<file path="config.mk">
export PLATFORM = sky130hd
export DESIGN_NAME = ils_ctrl
export DESIGN_NICKNAME = d
export VERILOG_FILES = /design/src/rtl/ils_pkg.sv /design/src/rtl/ils_ctrl.sv
export SDC_FILE = /design/constraint.sdc
export NUM_CORES = 1
export LEC_CHECK = 0
export ABC_CLOCK_PERIOD_IN_PS = 3200
export BUFFER_PORTS_ARGS = -buffer_cell sky130_fd_sc_hd__buf_2
export CORE_ASPECT_RATIO = 0.9
export CORE_MARGIN = 2
export CORE_UTILIZATION = 49
export DETAILED_ROUTE_END_ITERATION = 12
export PLACE_DENSITY = 0.78
export SYNTH_ARGS = -nofsm -noshare
export SYNTH_HDL_FRONTEND = slang
export SYNTH_SLANG_ARGS = --single-unit
</file>
<file path="constraint.sdc">
create_clock -name i_clk -period 3.2 [get_ports i_clk]
set_input_delay 0.32 -clock i_clk [delete_from_list [all_inputs] [get_ports i_clk]]
set_output_delay 0.32 -clock i_clk [all_outputs]
set_load 0.02 [all_outputs]
</file>
<file path="src/rtl/ils_pkg.sv">
`default_nettype none
// ----------------------------------------------------------------------------
// ils_pkg: shared types and constants of the indexed list store
// Sizes, operation and status codes, sequencer states and the structs passed
// between the sequencer and the top level.
// ----------------------------------------------------------------------------
package ils_pkg;

    // storage geometry
    localparam int DEPTH     = 256;
    localparam int WORD_BITS = 32;
    localparam int ADDR_BITS = $clog2(DEPTH);
    localparam int CNT_BITS  = $clog2(DEPTH + 1);

    // field widths of a request and a result word
    localparam int OP_BITS  = 3;
    localparam int POS_BITS = 9;
    localparam int ST_BITS  = 2;

    localparam int IN_FIELD_BITS   = OP_BITS + POS_BITS + WORD_BITS;
    localparam int IN_TDATA_BITS   = ((IN_FIELD_BITS + 7) / 8) * 8;
    localparam int OUT_FIELD_BITS  = WORD_BITS + ST_BITS + CNT_BITS;
    localparam int OUT_TDATA_BITS  = ((OUT_FIELD_BITS + 7) / 8) * 8;

    // bit positions inside the result tdata
    localparam int OUT_ST_LSB  = WORD_BITS;
    localparam int OUT_LEN_LSB = WORD_BITS + ST_BITS;

    localparam logic [CNT_BITS-1:0] FULL_COUNT = CNT_BITS'(DEPTH);

    // operation codes
    localparam logic [OP_BITS-1:0] OP_INSERT  = 3'd0;
    localparam logic [OP_BITS-1:0] OP_APPEND  = 3'd1;
    localparam logic [OP_BITS-1:0] OP_READ    = 3'd2;
    localparam logic [OP_BITS-1:0] OP_REMOVE  = 3'd3;
    localparam logic [OP_BITS-1:0] OP_REPLACE = 3'd4;
    localparam logic [OP_BITS-1:0] OP_CLEAR   = 3'd5;

    // status codes
    localparam logic [ST_BITS-1:0] ST_OK    = 2'd0;
    localparam logic [ST_BITS-1:0] ST_RANGE = 2'd1;
    localparam logic [ST_BITS-1:0] ST_FULL  = 2'd2;
    localparam logic [ST_BITS-1:0] ST_BAD   = 2'd3;

    typedef enum logic [2:0] {
        S_IDLE,
        S_SHIFT,
        S_DRAIN,
        S_PUT,
        S_RDWAIT
    } t_state;

    typedef struct packed {
        logic [WORD_BITS-1:0] word;
        logic [POS_BITS-1:0]  position;
        logic [OP_BITS-1:0]   opcode;
    } t_cmd;

    typedef struct packed {
        logic [CNT_BITS-1:0]  length;
        logic [ST_BITS-1:0]   status;
        logic [WORD_BITS-1:0] word;
    } t_result;

    typedef struct packed {
        logic                 we;
        logic [ADDR_BITS-1:0] waddr;
        logic [WORD_BITS-1:0] wdata;
        logic [ADDR_BITS-1:0] raddr;
    } t_ram_req;

endpackage
`default_nettype wire

</file>
<file path="src/rtl/ils_ctrl.sv">
`default_nettype none
// ----------------------------------------------------------------------------
// ils_ctrl: list sequencer
// Holds the word count, decodes a request and walks the memory for shifts.
// ----------------------------------------------------------------------------
module ils_ctrl
    import ils_pkg::*;
(
    input  wire logic                 i_clk,
    input  wire logic                 i_rst_n,
    input  wire logic                 i_cmd_valid,
    input  wire t_cmd                 i_cmd,
    input  wire logic [WORD_BITS-1:0] i_rdata,
    output logic                      o_idle,
    output logic                      o_done,
    output t_result                   o_res,
    output t_ram_req                  o_ram
);

    t_state                r_state, n_state;
    logic [CNT_BITS-1:0]   r_count, n_count;
    logic                  r_ins,   n_ins;
    logic                  r_pend,  n_pend;
    logic [ADDR_BITS-1:0]  r_ptr,   n_ptr;
    logic [ADDR_BITS-1:0]  r_end,   n_end;
    logic [ADDR_BITS-1:0]  r_wa,    n_wa;
    logic [ADDR_BITS-1:0]  r_pos,   n_pos;
    logic [WORD_BITS-1:0]  r_word,  n_word;

    // request decode
    logic [POS_BITS-1:0]   w_cnt_pos;
    logic [POS_BITS-1:0]   w_cnt_m1_pos;
    logic [ADDR_BITS-1:0]  w_pos_addr;
    logic [ADDR_BITS-1:0]  w_cnt_addr;
    logic [ADDR_BITS-1:0]  w_cnt_m1_addr;
    logic                  w_full;
    logic [ST_BITS-1:0]    w_st;
    logic                  w_imm_done;
    logic                  w_imm_we;
    logic [ADDR_BITS-1:0]  w_imm_waddr;
    logic                  w_go_shift;
    logic                  w_go_read;
    logic [CNT_BITS-1:0]   w_imm_cnt;

    assign w_cnt_pos     = POS_BITS'(r_count);
    assign w_cnt_m1_pos  = POS_BITS'(r_count - 1'b1);
    assign w_pos_addr    = i_cmd.position[ADDR_BITS-1:0];
    assign w_cnt_addr    = r_count[ADDR_BITS-1:0];
    assign w_cnt_m1_addr = w_cnt_m1_pos[ADDR_BITS-1:0];
    assign w_full        = (r_count == FULL_COUNT);

    always_comb begin
        w_st        = ST_OK;
        w_imm_done  = 1'b1;
        w_imm_we    = 1'b0;
        w_imm_waddr = w_pos_addr;
        w_go_shift  = 1'b0;
        w_go_read   = 1'b0;
        w_imm_cnt   = r_count;
        case (i_cmd.opcode)
            OP_INSERT: begin
                if (i_cmd.position > w_cnt_pos) begin
                    w_st = ST_RANGE;
                end else if (w_full) begin
                    w_st = ST_FULL;
                end else if (i_cmd.position == w_cnt_pos) begin
                    // insert at the tail needs no shift
                    w_imm_we  = 1'b1;
                    w_imm_cnt = r_count + 1'b1;
                end else begin
                    w_imm_done = 1'b0;
                    w_go_shift = 1'b1;
                end
            end
            OP_APPEND: begin
                if (w_full) begin
                    w_st = ST_FULL;
                end else begin
                    w_imm_we    = 1'b1;
                    w_imm_waddr = w_cnt_addr;
                    w_imm_cnt   = r_count + 1'b1;
                end
            end
            OP_READ: begin
                if (i_cmd.position >= w_cnt_pos) begin
                    w_st = ST_RANGE;
                end else begin
                    w_imm_done = 1'b0;
                    w_go_read  = 1'b1;
                end
            end
            OP_REMOVE: begin
                if (i_cmd.position >= w_cnt_pos) begin
                    w_st = ST_RANGE;
                end else if (i_cmd.position == w_cnt_m1_pos) begin
                    // dropping the last word moves nothing
                    w_imm_cnt = r_count - 1'b1;
                end else begin
                    w_imm_done = 1'b0;
                    w_go_shift = 1'b1;
                end
            end
            OP_REPLACE: begin
                if (i_cmd.position >= w_cnt_pos) begin
                    w_st = ST_RANGE;
                end else begin
                    w_imm_we = 1'b1;
                end
            end
            OP_CLEAR: begin
                w_imm_cnt = '0;
            end
            default: begin
            end
        endcase
    end

    // next state
    always_comb begin
        n_state = r_state;
        n_count = r_count;
        n_ins   = r_ins;
        n_pend  = r_pend;
        n_ptr   = r_ptr;
        n_end   = r_end;
        n_wa    = r_wa;
        n_pos   = r_pos;
        n_word  = r_word;
        case (r_state)
            S_IDLE: begin
                if (i_cmd_valid) begin
                    n_count = w_imm_cnt;
                    n_ins   = (i_cmd.opcode == OP_INSERT);
                    n_pos   = w_pos_addr;
                    n_word  = i_cmd.word;
                    n_pend  = 1'b0;
                    if (i_cmd.opcode == OP_INSERT) begin
                        // walk down from the last word to the insert point
                        n_ptr = w_cnt_m1_addr;
                        n_end = w_pos_addr;
                    end else begin
                        // walk up from the word after the hole to the last word
                        n_ptr = w_pos_addr + 1'b1;
                        n_end = w_cnt_m1_addr;
                    end
                    if (w_go_shift) begin
                        n_state = S_SHIFT;
                    end else if (w_go_read) begin
                        n_state = S_RDWAIT;
                    end
                end
            end
            S_SHIFT: begin
                n_pend = 1'b1;
                n_wa   = r_ins ? r_ptr + 1'b1 : r_ptr - 1'b1;
                if (r_ptr == r_end) begin
                    n_state = S_DRAIN;
                end else begin
                    n_ptr = r_ins ? r_ptr - 1'b1 : r_ptr + 1'b1;
                end
            end
            S_DRAIN: begin
                if (r_ins) begin
                    n_state = S_PUT;
                end else begin
                    n_state = S_IDLE;
                    n_count = r_count - 1'b1;
                end
            end
            S_PUT: begin
                n_state = S_IDLE;
                n_count = r_count + 1'b1;
            end
            S_RDWAIT: begin
                n_state = S_IDLE;
            end
            default: begin
                n_state = S_IDLE;
            end
        endcase
    end

    // outputs
    always_comb begin
        o_ram.we     = 1'b0;
        o_ram.waddr  = r_wa;
        o_ram.wdata  = i_rdata;
        o_ram.raddr  = r_ptr;
        o_done       = 1'b0;
        o_res.word   = '0;
        o_res.status = ST_OK;
        o_res.length = n_count;
        case (r_state)
            S_IDLE: begin
                o_ram.raddr = w_pos_addr;
                if (i_cmd_valid) begin
                    o_ram.we     = w_imm_we;
                    o_ram.waddr  = w_imm_waddr;
                    o_ram.wdata  = i_cmd.word;
                    o_done       = w_imm_done;
                    o_res.status = w_st;
                end
            end
            S_SHIFT: begin
                o_ram.we = r_pend;
            end
            S_DRAIN: begin
                o_ram.we = 1'b1;
                o_done   = !r_ins;
            end
            S_PUT: begin
                o_ram.we    = 1'b1;
                o_ram.waddr = r_pos;
                o_ram.wdata = r_word;
                o_done      = 1'b1;
            end
            S_RDWAIT: begin
                o_done     = 1'b1;
                o_res.word = i_rdata;
            end
            default: begin
            end
        endcase
    end

    assign o_idle = (r_state == S_IDLE);

    always_ff @(posedge i_clk) begin
        if (!i_rst_n) begin
            r_state <= S_IDLE;
            r_count <= '0;
            r_pend  <= 1'b0;
        end else begin
            r_state <= n_state;
            r_count <= n_count;
            r_pend  <= n_pend;
        end
    end

    always_ff @(posedge i_clk) begin
        r_ins  <= n_ins;
        r_ptr  <= n_ptr;
        r_end  <= n_end;
        r_wa   <= n_wa;
        r_pos  <= n_pos;
        r_word <= n_word;
    end

endmodule
`default_nettype wire

</file>
* Word-level counts from Yosys, hierarchy flattened *
Cells that the tools add are included.

cells by class
  reduce and logical (&&, ||, !) cells = 11
  multiplexer cells = 59
  add/sub/neg operators = 5
  equal/unequal tests = 17
  magnitude comparators = 2

operator list
  operator                                                             number
  40-bit one-hot mux with 2 select lines                               1
  8-bit two-way mux                                                    9
  9-bit two-way mux                                                    8
  41-bit two-way mux                                                   1
  9-bit one-hot mux with 4 select lines                                1
  32-bit two-way mux                                                   1
  9-bit one-hot mux with 3 select lines                                1
  1-bit two-way mux                                                    19
  9-bit == test                                                        2
  8-bit by 1-bit adder with 8-bit output (second input constant)       2
  8-bit one-hot mux with 2 select lines                                1
  3-bit by 2-bit == test with 1-bit output (second input constant)     4
  3-bit two-way mux                                                    4
  1-bit one-hot mux with 3 select lines                                4
  2-bit two-way mux                                                    5
  9-bit by 1-bit adder with 9-bit output (second input constant)       1
  3-bit == test (second input constant)                                3
  9-bit == test (second input constant)                                1
  9-bit >= comparator                                                  1
  9-bit > comparator                                                   1
  3-bit one-hot mux with 3 select lines                                1
  9-bit by 1-bit subtractor with 9-bit output (second input constant)  1
  8-bit == test                                                        1
  8-bit by 1-bit subtractor with 8-bit output (second input constant)  1
  other kinds (12)                                                     20

word-level totals
  input bits = 79
  output and inout port bits = 94
  word-level logic and storage cells = 103
  bits in registers = 78

* Logic depth before layout (Yosys ltp) *
Gate-level depths: netlist of run 1.

  depth after elaboration = 8
  mapped depth = 12

* Least setup slack after synthesis of run 1 *
OpenSTA, ideal clock, no wires.

  path type = register to output
  start = register r_state[1]
  end = output port o_ram[29] in the netlist's numbering
  cell stages (with the launch flop) = 10
  arrival time = 3.230 ns
  path slack = -0.350 ns
  path buffers = 3
  path through = dfxtp_1 > clkbuf_1 > or3_1 > clkbuf_1 > inv_1 > nand2_1 > clkinv_1 > buf_1 > a22oi_1 > nand2_1

RTL lines
  item                    line             text
  start, declared         ils_ctrl.sv:20   t_state r_state, n_state;
  start signal, assigned  ils_ctrl.sv:234  r_state <= n_state;
  end, declared           ils_ctrl.sv:17   output t_ram_req o_ram

==> results of run 1 <==
[sequential cells by signal, summed over array words and instances, names as in the netlist]
name / count
r_word: 32
r_count: 9
r_end: 8
r_pos: 8
r_ptr: 8
r_wa: 8
r_state: 3
r_ins: 1
r_pend: 1
[worst reg2reg max path, cell delays in order, from the launching register on]
cell and delay (ns):
dfxtp_2 0.34, or4_4 0.55, or4b_4 0.51, nand3_4 0.09, nand3_4 0.16, nor4_4 0.39, mux2_4 0.36, a21oi_1 0.35
[kinds of logic after synthesis]
logic type	synth area share
simple gates	0.261
flops	0.349
compound gates	0.206
xor+xnor	0.0735
buf+inv	0.0547
fa+ha+maj	0.0296
mux	0.0255
[power by group]
part	switching [mW]	internal, mW
logic	0.722	0.482
registers	0.0528	1.19
clock network	0.446	0.790
[stage by stage]
| step | cell area (sq um) | util | hold slack (ns) | total power, mW |
|---|---|---|---|---|
| finish | 8330 | 0.659 | 0.157 | 3.68 |
| global route | 8330 | 0.659 | 0.157 | 3.81 |
| CTS | 8150 | 0.645 | 0.154 | 3.61 |
| detailed placement | 7580 | 0.600 | 0.517 | 2.31 |
| global placement | 7580 | 0.600 | 0.507 | 2.30 |
| floorplan | 6350 | - | 0.419 | 1.93 |
[metal layers]
layer / vias up / global-route usage / share of wire
met2: 464 / 0.503 / 0.44
li1: 3168 / - / -
met1: 3237 / 0.437 / 0.40
met5: - / 0 / 0
met4: 0 / 0.113 / 0.039
met3: 79 / 0.0779 / 0.12
[area by class of cell]
type / instances / area, sq um / area share
multi-input combinational: 587 / 3990 / 0.480
tap: 164 / 205 / 0.0246
timing repair buffer: 242 / 1460 / 0.175
sequential: 78 / 2220 / 0.266
inverter: 25 / 97.6 / 0.0117
clock inverter: 6 / 118 / 0.0141
clock buffer: 10 / 239 / 0.0287
[cells in the final DEF (no fill, tap or decap), types with 29 or more instances in the layout]
| cell type | Yosys | final |
|---|---|---|
| a21oi_1 | 34 | 32 |
| a22oi_1 | 44 | 44 |
| and3_1 | 42 | 42 |
| buf_2 | 1 | 165 |
| buf_4 | 0 | 65 |
| edfxtp_1 | 65 | 65 |
| nand2_1 | 119 | 117 |
| nor2_1 | 42 | 39 |
| o21ai_0 | 33 | 30 |
| xnor2_1 | 30 | 29 |
[what timing repair did]
item / CTS / global route
pin swaps: 8 / 7
gates cloned: 0 / 1
endpoints found under the setup margin: 28 / 43
resized for setup: 32 / 32
setup buffers: 8 / 6
[how the worst min path moves through the flow]
stage	from	to	slack, ns	cells after the start
after CTS	i_cmd[33]	r_word[21]	0.15	1
after global routing	i_cmd[33]	r_word[21]	0.16	1
after floorplan	i_cmd[3]	r_pos[0]	0.42	0
after detailed placement	i_cmd[33]	r_word[21]	0.52	1
after global placement	r_pend	r_pend	0.51	2
final	i_cmd[38]	r_word[26]	0.16	1
==> impl_results.md, run 1 <==
* Result of the run: complete, but fails checks
* Failing checks: setup timing
* R2R Path Start: r_count[2]
* Crit path DAT at 2.98 ns
* Final cycle utilization of the critical path at 1.03
* Seq cells post-synth at 78
* Clock root cell: clkbuf_16
* Via density at 6.25
* Async set-reset flop share out of synthesis at 0
* Die Width at 124 microns
* IO Count at 173
* Max-cap viol count at 0
* Critical Path End: o_res[37]
* N_diodes at 0
* Setup crit start: r_count[2]
* Critical-path top delay cell: or4_4
* Worst-path fanout max at 6
* Ys flop type: edfxtp_1
* DR DRC count at 0
* CP Cell Sequence: or4_4 > buf_12 > nor4_4 > xnor3_1 > o21ai_4 > buf_6 > nor4_4 > mux2i_1 > nand2_1 > buf_2
* Top delay family on crit path: simple AND/OR/NAND/NOR gates
* Post-CTS Hold Buffers at 0
* Yosys warning total at 0
* Clk pin slew, worst setup/hold paths at 0.07 ns
* Crit path top cell by count: nor4_4
* Max H-tree Level at 3
* Post-route worst setup slack at -0.0975 ns
* Setup crit start kind: flop
* Routed WL at 23.0 mm
* Worst-Skew Late Latency at 0.36 ns
* FF-to-FF path depth at 7
* Avg Inst Size Synth at 8.42 sq um
* Antenna-violating nets left at 0
* Die ar. at 13800 sq um
* Layout cell share with drive strength beyond 1 at 0.334
* Largest net degree at the start of global routing at 47
* Synth top area share at 0.308
* Count leader, synth: nand2_1
* R2r setup slk at 0.32 ns
* Die Y at 112 microns
* Cts bufs inserted at 9
* Fin cells at 1112
* Remaining global-route overflow at 0
* Fin Setup TNS at -0.644 ns
* Data required time of the critical path at 2.88 ns
* Critical path depth in cells at 10
* Antenna violations before repair at 0
* Final #Nets at 1037
* Final hold viol count at 0
* Synth unique cells at 75
* Core box area at 12600 sq um
* Area leader, netlist: edfxtp_1
* CP Capture Type: primary output
* Number of global-route vias before repair at 6173
* Routed vias at 6948
* Hold Path Class: input port to flop
* DRT Pass-1 Iters at 5
* # setup viols final at 10
* Cell area after synthesis at 6330 sq um
* Critical path class: flop to primary output
* DP Worst Slack at 0.0644 ns
* CTS sink count at 78
* Post-synth top cells: nand2_1, edfxtp_1, clkbuf_1
* Synth area leaders: edfxtp_1, nand2_1, a22oi_1
* Initial drt markers at 809
* Seq/Total Area, Yosys at 0.349
* Pins over their slew limit at 0
* Layout area overhead at 31.5%
* Fill count at 1038
* Buffers and inverters on the worst path at 3
* Setup Skew at 0.0114 ns
* Post-Place Cells at 1081
* Number of flops mapped to enable cells by yosys at 65
* Syn Inst Count at 752
* Critical path's largest stage delay at 0.55 ns
* Worst VDD drop at 0.273 mV
* First-pass GRT wire length at 34.1 mm
* Clock Path Buffers at 2
* Post-route minimum period at 3.30 ns
* PortBufs at 172
* Gpl congestion at 1.06
* Worst-Margin Slew at 0.506 ns
* Unrepaired setup endpoints after global routing: true
* Initial Utilization at 0.501
* Cell Pwr Density at 443 nW/um^2
* CTS tree: yes
* Dpl hpwl at 16.7 mm
* Cell row count at 39
* Critical R2R Capture: r_count[4]
* Fmax at 303 MHz
* Syn Nets at 846
* Total track usage at 0.323
* Leakage at 3.76 nW
* Slew headroom at 0.662
* Wire length per cell at 20.7 microns
Note: power is estimated with default switching activity, not from simulation.
==> run 2, diff against run 1 <==
- CORE_UTILIZATION: 49 -> 30
- PLACE_DENSITY: 0.78 -> default
==> run 2 against run 1 <==
The run still ends with setup timing left. Global-route usage fell by 11 points. Wire length rose by 9.7%. Final cell count rose by 11%. Fmax is essentially flat. Sequential power barely moved. Die area is 61% higher. Register-to-register slack gained 0.07 ns. Largest cell class unchanged. Highest routed layer unchanged.
==> impl_results.md, run 2 (synthesized netlist as in run 1, its figures left out) <==
* Result of the run: complete, but fails checks
* Failing checks: setup timing
* Top flop regs: r_word: 32 flops, r_count: 9 flops
* Worst-Skew Late Latency at 0.35 ns (about the same)
* Clk pin slew, worst setup/hold paths at 0.07 ns (about the same)
* First-pass GRT wire length at 37.0 mm (+8.6%)
* # setup viols final at 8 (-2)
* Max-cap viol count at 0 (unchanged)
* Fill count at 2079 (+100%)
* Worst-Margin Slew at 0.553 ns (+0.0473 ns)
* Clk network pwr share at 0.298 (-0.037)
* Cell Pwr Density at 413 nW/um^2 (-6.8%)
* Switching power at 1.23 mW (+0.45%)
* Initial Utilization at 0.305 (-0.196)
* Combinational power share at 0.345 (+0.018)
* CTS sink count at 78 (unchanged)
* Layout area overhead at 33.7%
* Number of global-route vias before repair at 6339 (+2.7%)
* IO Count at 173 (unchanged)
* Sequential fraction of design power at 0.357 (+0.019)
* Worst VDD drop at 0.279 mV (+2.3%)
* Slew headroom at 0.630 (-0.0317)
* Reg with most FFs: r_word
* Wire length per cell at 20.4 microns (-1.3%)
* Final hold viol count at 0 (unchanged)
* Via density at 5.54 (-11%)
* R2r setup slk at 0.39 ns (+0.07 ns)
* Setup crit start kind: flop
* Layout cell share with drive strength beyond 1 at 0.340 (+0.00561)
* Largest net degree at the start of global routing at 85 (+81%)
* Multi-input logic area at 4020 sq um (+0.63%)
* Utilization after layout at 0.407 (-0.251)
* Initial drt markers at 922 (+14%)
* FF-to-FF path depth at 8 (+1)
* Most common cell after layout, fill and taps aside: buf_2
* Die Width at 157 microns (+27%)
* Die Y at 142 microns (+27%)
* Sw Ratio at 0.351 (+0.0198)
* Pins over their slew limit at 0 (unchanged)
* CTS tree: yes
* Setup crit start: r_count[1]
* Leakage at 3.76 nW (-0.16%)
* Most frequent cells in the layout: buf_2, nand2_1, buf_4, edfxtp_1, a22oi_1
* FF+latch area at 2220 sq um (+0.28%)
* Worst-path fanout max at 5 (-1)
* Int Pwr at 2.27 mW (-8.0%)
* Cts bufs inserted at 9 (unchanged)
* Cell row count at 50 (+28%)
* Post-route minimum period at 3.29 ns (-0.00299 ns)
* Data required time of the critical path at 2.88 ns (about the same)
* Setup Skew at 0.00937 ns (-0.00202 ns)
* Critical path class: flop to primary output
* Antenna-violating nets left at 0 (unchanged)
* Total track usage at 0.217 (-0.106)
* Routed vias at 6850 (-1.4%)
* Hold slack at 0.163 ns (+0.00669 ns)
* Post-CTS Hold Buffers at 0 (unchanged)
* Final #Nets at 1040 (+0.29%)
* Routed WL at 25.2 mm (+9.7%)
* Remaining global-route overflow at 0 (unchanged)
* Crit path DAT at 2.97 ns (about the same)
* Antenna violations before repair at 0 (unchanged)
* Hold Path Class: input port to flop
* Critical R2R Capture: r_count[4]
* Clock Path Buffers at 2 (unchanged)
* Fmax at 304 MHz (about the same)
* DRT Pass-1 Iters at 6 (+1)
* N_diodes at 0 (unchanged)
* Fin Setup TNS at -0.434 ns (+0.210 ns)
* Final cycle utilization of the critical path at 1.03 (about the same)
* Largest register FFs at 32 (unchanged)
* Gpl congestion at 0.965 (-9.2%)
* Post-route worst setup slack at -0.0945 ns (+0.00299 ns)
* Clock root cell: clkbuf_16
* Core box area at 20800 sq um (+64%)
* R2R Path Start: r_count[1]
* Dpl hpwl at 18.7 mm (+12%)
* DR DRC count at 0 (unchanged)
* Die ar. at 22300 sq um (+61%)
* Critical Path End: o_res[41]
* PortBufs at 172 (unchanged)
* Unrepaired setup endpoints after global routing: true
* CP Capture Type: primary output
* Max H-tree Level at 3 (unchanged)
==> run 2: cell types whose count changed in the layout (fill, tap and decap cells not counted), moves of 3 or more <==
cell      previous run  this run
buf_4               65        73
clkinv_2             0         3
ha_1                14        11
ha_4                 1         4
==> run 2: worst min-delay path by stage <==
stage	start	cells after the start	slack (ns)	endpoint
after floorplan	i_cmd[3]	0	0.42	r_pos[0]
after global placement	r_pend	2	0.50	r_pend
after detailed placement	r_pend	2	0.52	r_pend
after CTS	i_cmd[38]	1	0.15	r_word[26]
after global routing	i_cmd[36]	1	0.15	r_word[24]
final	i_cmd[38]	1	0.16	r_word[26]
==> run 2: critical path, stage by stage, from the launching register on <==
cell	delay (ns)
dfxtp_2	0.33
or4_4	0.58
or4b_4	0.52
nand3_4	0.09
nand3_4	0.14
buf_4	0.18
nor4_4	0.32
o21a_1	0.20
o22a_1	0.15
buf_6	0.12
==> run 2: layout make-up <==
cell class | instances | share of cell area
Sequential cell | 78 | 0.263
Timing Repair Buffer | 246 | 0.175
Clock inverter | 6 | 0.00724
Tap cell | 286 | 0.0423
Multi-Input combinational cell | 586 | 0.475
Clock buffer | 9 | 0.0266
Inverter | 25 | 0.0111
==> run 2: layer usage <==
layer | track usage | part of all wire | wire length (microns) | vias up
met5 | 0 | 0 | 0 | -
met4 | 0.0603 | 0.023 | 574 | 0
met3 | 0.0501 | 0.094 | 2370 | 46
met2 | 0.348 | 0.45 | 11400 | 404
met1 | 0.292 | 0.43 | 10800 | 3226
li1 | - | - | - | 3174
==> run 2: through the flow <==
step / cells / total power [mW] / setup slack, ns / cell area [sq um]
after global routing: 1236 / 3.64 / -0.170 / 8460
after detailed placement: 1207 / 2.35 / 0.122 / 7780
after CTS: 1226 / 3.44 / -0.0862 / 8240
final: 1236 / 3.49 / -0.0945 / 8460
after floorplan: 752 / 1.93 / 0.0125 / 6350
after global placement: 1207 / 2.33 / 0.111 / 7780
==> run 2: what timing repair did <==
| action | in CTS | in global routing |
|---|---|---|
| setup buffers | 4 | 10 |
| pin swaps | 8 | 14 |
| gates resized for setup | 34 | 34 |
| setup endpoints to repair | 11 | 19 |
==> run 2: power by group through the flow <==
| stage | combinational (mW) | sequential, mW | clock (mW) |
|---|---|---|---|
| 2_1_floorplan | 0.698 | 1.24 | 0 |
| 3_3_place_gp | 1.07 | 1.26 | 0 |
| 3_5_place_dp | 1.08 | 1.26 | 0 |
| 4_1_cts | 1.14 | 1.24 | 1.06 |
| 5_1_grt | 1.28 | 1.25 | 1.11 |
| 6_report | 1.21 | 1.25 | 1.04 |
==> run 3, diff against run 2 <==
- CELL_PAD_IN_SITES_DETAIL_PLACEMENT: default -> 0
- CELL_PAD_IN_SITES_GLOBAL_PLACEMENT: default -> 1
- CORE_MARGIN: 2 -> 4
- PLACE_DENSITY_LB_ADDON: default -> 0.1
==> run 3 against run 2 <==
Register-to-register slack gained 0.07 ns. Largest power group unchanged. Power down 2.1%. The flow still finishes with violations (setup timing). Highest routed layer unchanged. Critical path type unchanged. Largest cell class unchanged. Critical endpoint is now o_res[34]. Non-clock buffer count increased by 3.
==> impl_results.md, run 3 (synthesized netlist as in run 1, its figures left out) <==
* Clk pin slew, worst setup/hold paths at 0.07 ns (about the same)
* Leakage at 3.76 nW (about the same)
* CTS tree: yes
* Cell row count at 50 (unchanged)
* Remaining global-route overflow at 0 (unchanged)
* First-pass GRT wire length at 39.2 mm (+6.0%)
* Routed WL at 25.8 mm (+2.3%)
* Clk network pwr share at 0.280 (-0.018)
* R2R Path Start: r_count[3]
* Top flop regs: r_word: 32 flops, r_count: 9 flops
* Die ar. at 23500 sq um (+5.4%)
* Result of the run: complete, but fails checks
* Final cycle utilization of the critical path at 1.02 (-0.00904)
* Fin cells at 1240 (+0.32%)
* Fmax at 306 MHz (+0.89%)
* Largest net degree at the start of global routing at 85 (unchanged)
* FF+latch area at 2220 sq um (-0.17%)
* Wire length per cell at 20.8 microns (+1.9%)
* DR DRC count at 0 (unchanged)
* Failing checks: setup timing
* Sequential fraction of design power at 0.364 (+0.007)
* Fill count at 2143 (+3.1%)
* IO Count at 173 (unchanged)
* Final #Nets at 1043 (+0.29%)
* Multi-input logic area at 3980 sq um (-0.87%)
* Post-route worst setup slack at -0.0655 ns (+0.0289 ns)
* Cell Pwr Density at 406 nW/um^2 (-1.6%)
* Most frequent cells in the layout: buf_2, nand2_1, buf_4, edfxtp_1, a22oi_1
* Worst VDD drop at 0.237 mV (-15%)
* CTS sink count at 78 (unchanged)
* DRT Pass-1 Iters at 5 (-1)
* Unrepaired setup endpoints after global routing: true
* Utilization after layout at 0.405 (-0.00229)
* Routed vias at 6878 (+0.41%)
* Setup Skew at 0.00997 ns (+0.000591 ns)
* Hold Path Class: input port to flop
* Hold Startpoint: i_cmd[39]
* Worst-path fanout max at 7 (+2)
* Max-cap viol count at 0 (unchanged)
* Critical path class: flop to primary output
* Clock Path Buffers at 2 (unchanged)
* Dpl hpwl at 19.4 mm (+3.8%)
* Gpl congestion at 0.915 (-5.2%)
* Post-CTS Hold Buffers at 0 (unchanged)
* Die Y at 146 microns (+2.8%)
* Total track usage at 0.213 (-0.00387)
* DP Worst Slack at 0.0401 ns (-0.0817 ns)
* Setup crit start kind: flop
* Slew headroom at 0.677 (+0.0474)
* Number of global-route vias before repair at 6469 (+2.1%)
* Layout cell share with drive strength beyond 1 at 0.344 (+0.00418)
* Final hold viol count at 0 (unchanged)
* Die Width at 161 microns (+2.5%)
* Post-route minimum period at 3.27 ns (-0.0289 ns)
* Hold EP: r_word[27]
* Antenna violations before repair at 1 (+1)
* CP Capture Type: primary output
* Initial Utilization at 0.305 (unchanged)
* Worst-Margin Slew at 0.479 ns (-0.0740 ns)
* Cts bufs inserted at 9 (unchanged)
* Most common cell after layout, fill and taps aside: buf_2
* Core box area at 20800 sq um (unchanged)
* Via density at 5.55 (about the same)
* Antenna-violating nets left at 0 (unchanged)
* Data required time of the critical path at 2.88 ns (about the same)
* Sw Ratio at 0.357 (+0.00553)
* Reg with most FFs: r_word
* Critical R2R Capture: r_count[4]
* # setup viols final at 7 (-1)
* Combinational power share at 0.356 (+0.011)
* FF-to-FF path depth at 8 (unchanged)
* Int Pwr at 2.20 mW (-3.0%)
* Post-Place Cells at 1214 (+0.58%)
* Largest register FFs at 32 (unchanged)
* Layout area overhead at 32.9%
* R2r setup slk at 0.46 ns (+0.07 ns)
* Worst-Skew Late Latency at 0.35 ns (about the same)
* Clock root cell: clkbuf_16
* Max H-tree Level at 3 (unchanged)
* Switching power at 1.22 mW (-0.61%)
* Hold path cells at 1 (unchanged)
* Initial drt markers at 625 (-32%)
* Crit path DAT at 2.95 ns (-0.02 ns)
* PortBufs at 172 (unchanged)
* Pins over their slew limit at 0 (unchanged)
* Hold slack at 0.167 ns (+0.00331 ns)
-- run 3: changes by cell type in the layout (fill, tap and decap cells not counted), sizes merged --
| cell | before | now |
|---|---|---|
| clkinvlp | 1 | 2 |
| buf | 246 | 249 |
| diode | 0 | 1 |
| bufinv | 1 | 0 |
-- run 3: layer usage --
layer | track usage | part of all wire | up-vias
li1 | - | - | 3182
met1 | 0.292 | 0.44 | 3270
met2 | 0.328 | 0.44 | 376
met3 | 0.0459 | 0.081 | 50
met4 | 0.0810 | 0.035 | 0
met5 | 0 | 0 | -
-- run 3: cell type report --
cell class | count | share of cell area
tap | 286 | 0.0425
sequential | 78 | 0.264
multi-input combinational | 586 | 0.473
timing repair buffer | 249 | 0.178
inverter | 25 | 0.0114
clock buffer | 9 | 0.0268
antenna | 1 | 0.000297
clock inverter | 6 | 0.00461
-- run 3: power by group through the flow --
stage,registers [mW],logic (mW),clock network [mW]
4_1_cts,1.24,1.16,0.996
3_5_place_dp,1.26,1.11,0
6_report,1.24,1.22,0.958
2_1_floorplan,1.24,0.698,0
5_1_grt,1.25,1.32,1.04
3_3_place_gp,1.26,1.10,0
-- run 3: worst max path at each step --
| stage | startpoint | end | slack [ns] | cells after the start |
|---|---|---|---|---|
| 6_report | r_count[3] | o_res[34] | -0.07 | 9 |
| 5_1_grt | r_count[1] | o_res[39] | -0.21 | 11 |
| 4_1_cts | r_count[3] | o_res[38] | -0.06 | 9 |
| 3_5_place_dp | i_cmd[7] | o_res[38] | 0.04 | 10 |
| 3_3_place_gp | i_cmd[7] | o_res[38] | 0.07 | 10 |
| 2_1_floorplan | r_count[4] | o_res[38] | 0.01 | 11 |
-- run 3: critical path, cell delays in order (launching register included) --
cell	delay [ns]
dfxtp_2	0.33
buf_6	0.12
or4_4	0.42
or4b_4	0.51
nand3_4	0.09
nand3_4	0.14
nor3_4	0.36
nor3_1	0.10
or3_1	0.35
buf_2	0.18
-- run 3: repair_timing --
action	4_1_cts	5_1_grt
pin swaps	7	6
gates resized for setup	37	25
cloned	0	0
setup buffers	6	4
endpoints found under the setup margin	10	37
-- run 3: per-stage QoR --
stage	TNS [ns]	power [mW]	instance area (sq um)
2_1_floorplan	0	1.93	6350
3_3_place_gp	0	2.36	7830
3_5_place_dp	0	2.37	7830
4_1_cts	-0.117	3.40	8280
5_1_grt	-1.37	3.61	8420
6_report	-0.267	3.42	8420
